**config.mk**
```make
export PLATFORM = sky130hd
export DESIGN_NAME = sorted_priority_queue
export DESIGN_NICKNAME = d
export VERILOG_FILES = /design/src/rtl/core/spq_pkg.sv /design/src/rtl/core/spq_cell.sv /design/src/rtl/core/sorted_priority_queue.sv
export SDC_FILE = /design/constraint.sdc
export NUM_CORES = 1
export LEC_CHECK = 0
export ABC_AREA = 0
export BUFFER_PORTS_ARGS = -buffer_cell sky130_fd_sc_hd__buf_2
export CORE_MARGIN = 2
export CORE_UTILIZATION = 45
export DETAILED_ROUTE_END_ITERATION = 10
export GPL_ROUTABILITY_DRIVEN = 0
export PLACE_DENSITY = 0.59
export SETUP_SLACK_MARGIN = 0.02
export SLEW_MARGIN = 20
export SYNTH_ARGS = -nofsm -noshare
export SYNTH_HDL_FRONTEND = slang
export SYNTH_HIERARCHICAL = 1
export SYNTH_SLANG_ARGS = --single-unit
```
**constraint.sdc**
```tcl
create_clock -name clk -period 4.4 [get_ports clk]
set_clock_uncertainty 0.2 [all_clocks]
set_input_delay 0.88 -clock clk [delete_from_list [all_inputs] [get_ports clk]]
set_output_delay 0.88 -clock clk [all_outputs]
set_load 0.01 [all_outputs]
```
**src/rtl/core/spq_pkg.sv**
```systemverilog
// Shared types, sizes and codes of the sorted priority queue.
`default_nettype none
package spq_pkg;

	localparam int unsigned QUEUE_DEPTH   = 16;
	localparam int unsigned PRIORITY_BITS = 8;
	localparam int unsigned PAYLOAD_BITS  = 16;
	localparam int unsigned FILL_BITS     = $clog2(QUEUE_DEPTH + 1);

	// Operation codes
	localparam logic OP_ENQUEUE = 1'b0;
	localparam logic OP_DEQUEUE = 1'b1;

	// Result status codes
	typedef enum logic [1:0] {
		STATUS_DONE  = 2'd0,
		STATUS_EMPTY = 2'd1,
		STATUS_FULL  = 2'd2
	} status_t;

	// One held entry
	typedef struct packed {
		logic [PRIORITY_BITS-1:0] prio;
		logic [PAYLOAD_BITS-1:0]  payload;
	} entry_t;

	// Shift commands broadcast to every cell
	typedef struct packed {
		logic insert;   // accepted enqueue that fits
		logic remove;   // accepted dequeue on a non-empty queue
	} cell_ctl_t;

endpackage
`default_nettype wire

```
**src/rtl/core/spq_cell.sv**
```systemverilog
// One slot of the sorted chain: holds an entry, compares, shifts.
`default_nettype none
module spq_cell (
	input  wire                  clk,
	input  wire spq_pkg::cell_ctl_t ctl,
	input  wire spq_pkg::entry_t new_entry,
	input  wire spq_pkg::entry_t left_entry,
	input  wire                  left_keep,
	input  wire spq_pkg::entry_t right_entry,
	input  wire                  occupied,
	output spq_pkg::entry_t      entry_q,
	output logic                 keep
);
	import spq_pkg::*;

	// Entry stays put on insert when it is held and not behind the new one
	assign keep = occupied && (entry_q.prio <= new_entry.prio);

	// Insert: hold, take the new entry at the boundary, or shift right.
	// Remove: shift left.
	always_ff @(posedge clk) begin
		if (ctl.insert) begin
			priority if (keep) begin
				entry_q <= entry_q;
			end else if (left_keep) begin
				entry_q <= new_entry;
			end else begin
				entry_q <= left_entry;
			end
		end else if (ctl.remove) begin
			entry_q <= right_entry;
		end
	end

endmodule
`default_nettype wire

```
**src/rtl/core/sorted_priority_queue.sv**
```systemverilog
// Top level of the sorted priority queue built as a chain of shift cells.
//
//  channel | beat                                  | handshake
//  --------+---------------------------------------+--------------------------
//  in      | operation, in_priority, in_payload    | in_valid / in_stall
//  out     | status, out_priority, out_payload,    | out_valid / out_stall
//          | fill_count                            |
//
// All cells compare against the new priority and shift in the same edge,
// so a beat can be accepted in each cycle while in_stall is low.
// The result sits in an output register; in_stall is high only while that
// register is full and out_stall holds it. arst_n empties the queue and
// the output register; the entry storage itself is not cleared.
`default_nettype none
module sorted_priority_queue (
	input  wire                                  clk,
	input  wire                                  arst_n,
	input  wire                                  in_valid,
	output logic                                 in_stall,
	input  wire                                  operation,
	input  wire  [spq_pkg::PRIORITY_BITS-1:0]    in_priority,
	input  wire  [spq_pkg::PAYLOAD_BITS-1:0]     in_payload,
	output logic                                 out_valid,
	input  wire                                  out_stall,
	output logic [1:0]                           status,
	output logic [spq_pkg::PRIORITY_BITS-1:0]    out_priority,
	output logic [spq_pkg::PAYLOAD_BITS-1:0]     out_payload,
	output logic [spq_pkg::FILL_BITS-1:0]        fill_count
);
	import spq_pkg::*;

	logic [FILL_BITS-1:0]     count_q;
	logic                     out_valid_q;
	status_t                  status_q;
	logic [PRIORITY_BITS-1:0] out_prio_q;
	logic [PAYLOAD_BITS-1:0]  out_pay_q;
	logic [FILL_BITS-1:0]     fill_q;

	logic      accept;
	logic      is_full;
	logic      is_empty;
	cell_ctl_t ctl;
	entry_t    new_entry;
	entry_t    cell_entry [QUEUE_DEPTH];
	logic      cell_keep  [QUEUE_DEPTH];

	// Handshake: accept whenever the output register is free or draining
	assign in_stall = out_valid_q && out_stall;
	assign accept   = in_valid && !in_stall;

	assign is_full  = (count_q == FILL_BITS'(QUEUE_DEPTH));
	assign is_empty = (count_q == '0);

	assign ctl.insert = accept && (operation == OP_ENQUEUE) && !is_full;
	assign ctl.remove = accept && (operation == OP_DEQUEUE) && !is_empty;

	assign new_entry.prio    = in_priority;
	assign new_entry.payload = in_payload;

	// Chain of cells, head at index 0
	for (genvar i = 0; i < QUEUE_DEPTH; i++) begin : g_cell
		entry_t left_entry;
		logic   left_keep;
		entry_t right_entry;

		if (i == 0) begin : g_head
			assign left_entry = new_entry;
			assign left_keep  = 1'b1;
		end else begin : g_body
			assign left_entry = cell_entry[i-1];
			assign left_keep  = cell_keep[i-1];
		end

		if (i == QUEUE_DEPTH - 1) begin : g_tail
			assign right_entry = cell_entry[i];
		end else begin : g_inner
			assign right_entry = cell_entry[i+1];
		end

		spq_cell u_cell (
			.clk         (clk),
			.ctl         (ctl),
			.new_entry   (new_entry),
			.left_entry  (left_entry),
			.left_keep   (left_keep),
			.right_entry (right_entry),
			.occupied    (FILL_BITS'(i) < count_q),
			.entry_q     (cell_entry[i]),
			.keep        (cell_keep[i])
		);
	end

	// Occupancy counter
	always_ff @(posedge clk or negedge arst_n) begin
		if (!arst_n) begin
			count_q <= '0;
		end else if (ctl.insert) begin
			count_q <= count_q + FILL_BITS'(1);
		end else if (ctl.remove) begin
			count_q <= count_q - FILL_BITS'(1);
		end
	end

	// Output valid
	always_ff @(posedge clk or negedge arst_n) begin
		if (!arst_n) begin
			out_valid_q <= 1'b0;
		end else if (accept) begin
			out_valid_q <= 1'b1;
		end else if (!out_stall) begin
			out_valid_q <= 1'b0;
		end
	end

	// Output beat
	always_ff @(posedge clk) begin
		if (accept) begin
			status_q   <= STATUS_DONE;
			out_prio_q <= '0;
			out_pay_q  <= '0;
			fill_q     <= count_q;
			unique case (operation)
				OP_ENQUEUE: begin
					if (is_full) begin
						status_q <= STATUS_FULL;
					end else begin
						fill_q <= count_q + FILL_BITS'(1);
					end
				end
				OP_DEQUEUE: begin
					if (is_empty) begin
						status_q <= STATUS_EMPTY;
					end else begin
						out_prio_q <= cell_entry[0].prio;
						out_pay_q  <= cell_entry[0].payload;
						fill_q     <= count_q - FILL_BITS'(1);
					end
				end
				default: begin
					status_q <= STATUS_DONE;
				end
			endcase
		end
	end

	assign out_valid    = out_valid_q;
	assign status       = status_q;
	assign out_priority = out_prio_q;
	assign out_payload  = out_pay_q;
	assign fill_count   = fill_q;

endmodule
`default_nettype wire

```
==> results.md <==
Pwr:
- The internal portion of total power is ~8800 uW.
- Combinational logic is responsible for between 20% and 30% of the overall power.
- The reported leakage power is 0.0116 uW.
- Power spread over the standard cell area amounts to 469 mW/mm^2.
- The design draws 13100 uW.
- VDD sags by at most ~0.27 mV.
- The analysis attributes to net switching a power of 4250 uW.
- The portion of total power attributed to the clock network is between 20% and 30%.
- The fraction of power spent switching nets is roughly a third.
- The share of total power in sequential cells is a little over two fifths.

Floorplan:
- The total die area is between 0.05 and 0.06 sq mm.
- The height of the die is 242 um.
- For this configuration, the core starts out at a cell density of a little under half.
- In this run the count of I/O pins placed on the die edge is between 60 and 70.
- The number of placement rows is 87.
- The core region area is around 0.056 sq mm.
- The die extent in x is between 200 and 250 um.

Outcome:
- The flow ran to the end, and the final reports show no timing, DRC or antenna violations.

Clocking:
- The master cell of the clock root buffer is clkbuf_16.
- The clock passes through at most 3 buffers.
- Clock-pin slew was measured on the worst setup and hold paths at roughly 0.060 ns.
- The insertion delay of the later-clocked pin in the worst-skew pair is 0.60 ns.
- The H-tree generated during clock tree synthesis spans 2 levels.
- The clock buffer count from CTS is just under 50.
- TritonCTS built the clock tree.
- The number of gates resized after CTS was 0.
- The post-CTS setup repair buffer count is 0.
- The number of sinks handled by clock tree synthesis is 421.
- The number of hold buffers added after CTS is 1.

Setup path:
- In this run the critical register-to-register path is launched from count_q[0].
- The longest individual stage delay on the worst path is around 0.56 ns.
- The number of buffers and inverters on the critical path is 4.
- The peak fanout along the critical path is 29.
- The critical path goes through inv_1 -> ha_1 -> and4bb_2 -> or2_2 -> nor2_4 -> buf_12 -> buf_4 -> nor2_1 -> a31oi_1 -> o21a_1 -> buf_4.
- The largest individual stage delay along the critical path comes from the cell dfrtp_1.
- In this design, the critical path's most frequently occurring cell is buf_4.
- Setup slack on the worst reg-to-reg path comes out at between 0.7 and 0.8 ns.
- The worst setup path is captured at a flop.
- The type of origin of the critical path is a flop.
- The gate family responsible for the most delay along the worst path is buffers and inverters.
- Data on the critical path arrives at its endpoint at between 3 and 4 ns.
- The count of cells along the worst register-to-register path is 11.
- The classification of the worst setup path is reg2reg.
- In this run the critical register-to-register path is captured at g_cell[12].u_cell/entry_q[2].
- STA puts the critical path data required time at approximately 4.4 ns.

Timing:
- The max-slew violation count came to 0.
- The worst path in the final design needs a cycle of 3.67 ns, including I/O delays and setup.
- At the pin with the least slew margin, the transition time is 0.655 ns.
- The total negative slack is 0 ns.
- The ratio of final minimum period to clock period is 83.4%.
- The number of failing hold endpoints at the final stage came to 0.
- Setup repair after global routing left no endpoint under its margin.
- Derived from the worst setup path, the maximum achievable clock frequency is 0.272 GHz.
- The number of setup violations in the final report is 0.
- Measured against its own limit, the worst slew margin works out to between 50 and 60%.

Logic synthesis:
- The netlist area before placement is about 0.026 sq mm.
- A synthesized cell averages 10.8 sq um.
- For this run, the number of Yosys warnings is 6.
- In the synthesized netlist, the number of instances is between 2000 and 2500.
- Synthesis produced a netlist with a net count of roughly 2500.

GRT:
- The initial antenna violation count is 1.
- The number of global-route vias before repair is 18000.
- The maximum number of pins on one net before global-route repair is around 140.
- Global routing consumed, over all layers together, approximately 22% of the routing resources.
- The global-route congestion overflow total is 0.
- The first global-routing pass estimated a little over 100000 um of wire.

Drt:
- In this run the remaining antenna-violating nets after routing total 0.
- In the routed design, unresolved DRC markers number 0.
- The total wirelength of the detailed-routed design is about 66000 um.
- The detailed router placed about 18000 vias in this run.
- In the final routed layout, each cell accounts on average for roughly 21 um.
- The number of DRC violations after detailed-routing iteration 0 is 1338.
- In the routed layout, each cell is associated on average with a via count of between 5 and 6.
- For this run, the detailed router's first-pass iteration total came to 5.

Placement:
- The placed wire-length estimate after detailed placement is roughly 44000 um.
- During placement, the flow inserted port buffers numbering slightly above 60.

Final layout:
- The final core utilization is a little under 50%.
- In the final design database the tool counted 2558 nets.
- The share of final-layout standard cells stronger than drive strength 1 is about 8.9%.
- The area growth from synthesis to layout is 9.03%.
- The commonest non-fill, non-tap cell in the layout is a21oi_1.
- Fill cells in the final layout number 5166.
- Leaving out fill and tap cells, the most frequent cells in the layout are a21oi_1 (451), nor2_1 (422), edfxtp_1 (415), mux2i_1 (384), inv_1 (135).

Hold path:
- The worst hold path startpoint is in_valid.
- The path with the worst hold slack has its endpoint at out_valid.
- The worst hold path class is in2reg.
- The worst hold path stage count is 2.

Job:
- Max-cap violations in this run came to 0.
power groups by stage:
| stage | Combinational (uW) | Clock, uW | Sequential [uW] |
|---|---|---|---|
| 6_report | 3680 | 3870 | 5510 |
| 5_1_grt | 4030 | 4110 | 5570 |
| 4_1_cts | 3680 | 3970 | 5510 |
| 3_5_place_dp | 3680 | 0 | 5580 |
| 3_3_place_gp | 3580 | 0 | 5580 |
| 2_1_floorplan | 2980 | 0 | 5440 |
metrics by stage:
step / hold slack, ns / setup WS [ns] / instance area, sq um / instances
finish: 0.290 / 0.729 / 27900 / 3192
global route: 0.289 / 0.491 / 27900 / 3191
CTS: 0.264 / 0.751 / 27900 / 3191
detailed placement: 0.384 / 0.656 / 26300 / 3101
global placement: 0.371 / 0.656 / 26300 / 3101
floorplan: 0.354 / 0.639 / 25500 / 2375
worst register-to-register path: cells and delay by family (launching register included):
family,cells,cell delay [ns]
compound gates,2,0.27
fa+ha+maj,1,0.27
buf+inv,4,1.07
flops,1,0.56
simple gates,4,0.92
worst max path at each step:
stage	startpoint	to	cells past startpoint
3_5_place_dp	in_priority[7]	g_cell[2].u_cell/entry_q[19]	11
3_3_place_gp	in_priority[7]	g_cell[2].u_cell/entry_q[19]	11
2_1_floorplan	count_q[1]	g_cell[15].u_cell/entry_q[0]	11
4_1_cts	count_q[0]	g_cell[12].u_cell/entry_q[11]	11
6_report	count_q[0]	g_cell[12].u_cell/entry_q[2]	11
5_1_grt	count_q[0]	g_cell[12].u_cell/entry_q[11]	11
sequential cells by signal, indices dropped and copies added (netlist names):
name and cells:
status 2, out_payload 16, out_valid 1, out_priority 8, g_cell.u_cell/entry_q 384, count_q 5, fill_count 5
final cells by class:
| class | count | area [sq um] | area share, % |
|---|---|---|---|
| Sequential cell | 421 | 12600 | 45.3 |
| Timing Repair Buffer | 132 | 1080 | 3.87 |
| Clock inverter | 27 | 196 | 0.705 |
| Antenna cell | 1 | 2.50 | 0.00898 |
| Clock buffer | 62 | 1300 | 4.65 |
| Inverter | 135 | 507 | 1.82 |
| Multi-Input combinational cell | 1658 | 11200 | 40.3 |
| Tap cell | 756 | 946 | 3.40 |
metal layers:
| metal | share of wire [%] | wire length [um] | vias to the layer above | GRT usage (%) |
|---|---|---|---|---|
| met5 | 0 | 0 | - | 0 |
| met2 | 47 | 31100 | 403 | 36.1 |
| li1 | - | - | 8724 | - |
| met3 | 4.6 | 3060 | 87 | 2.86 |
| met4 | 2.6 | 1710 | 0 | 7.04 |
| met1 | 45 | 29800 | 8900 | 30.1 |
No activity file was read; power rests on OpenSTA's default activity.
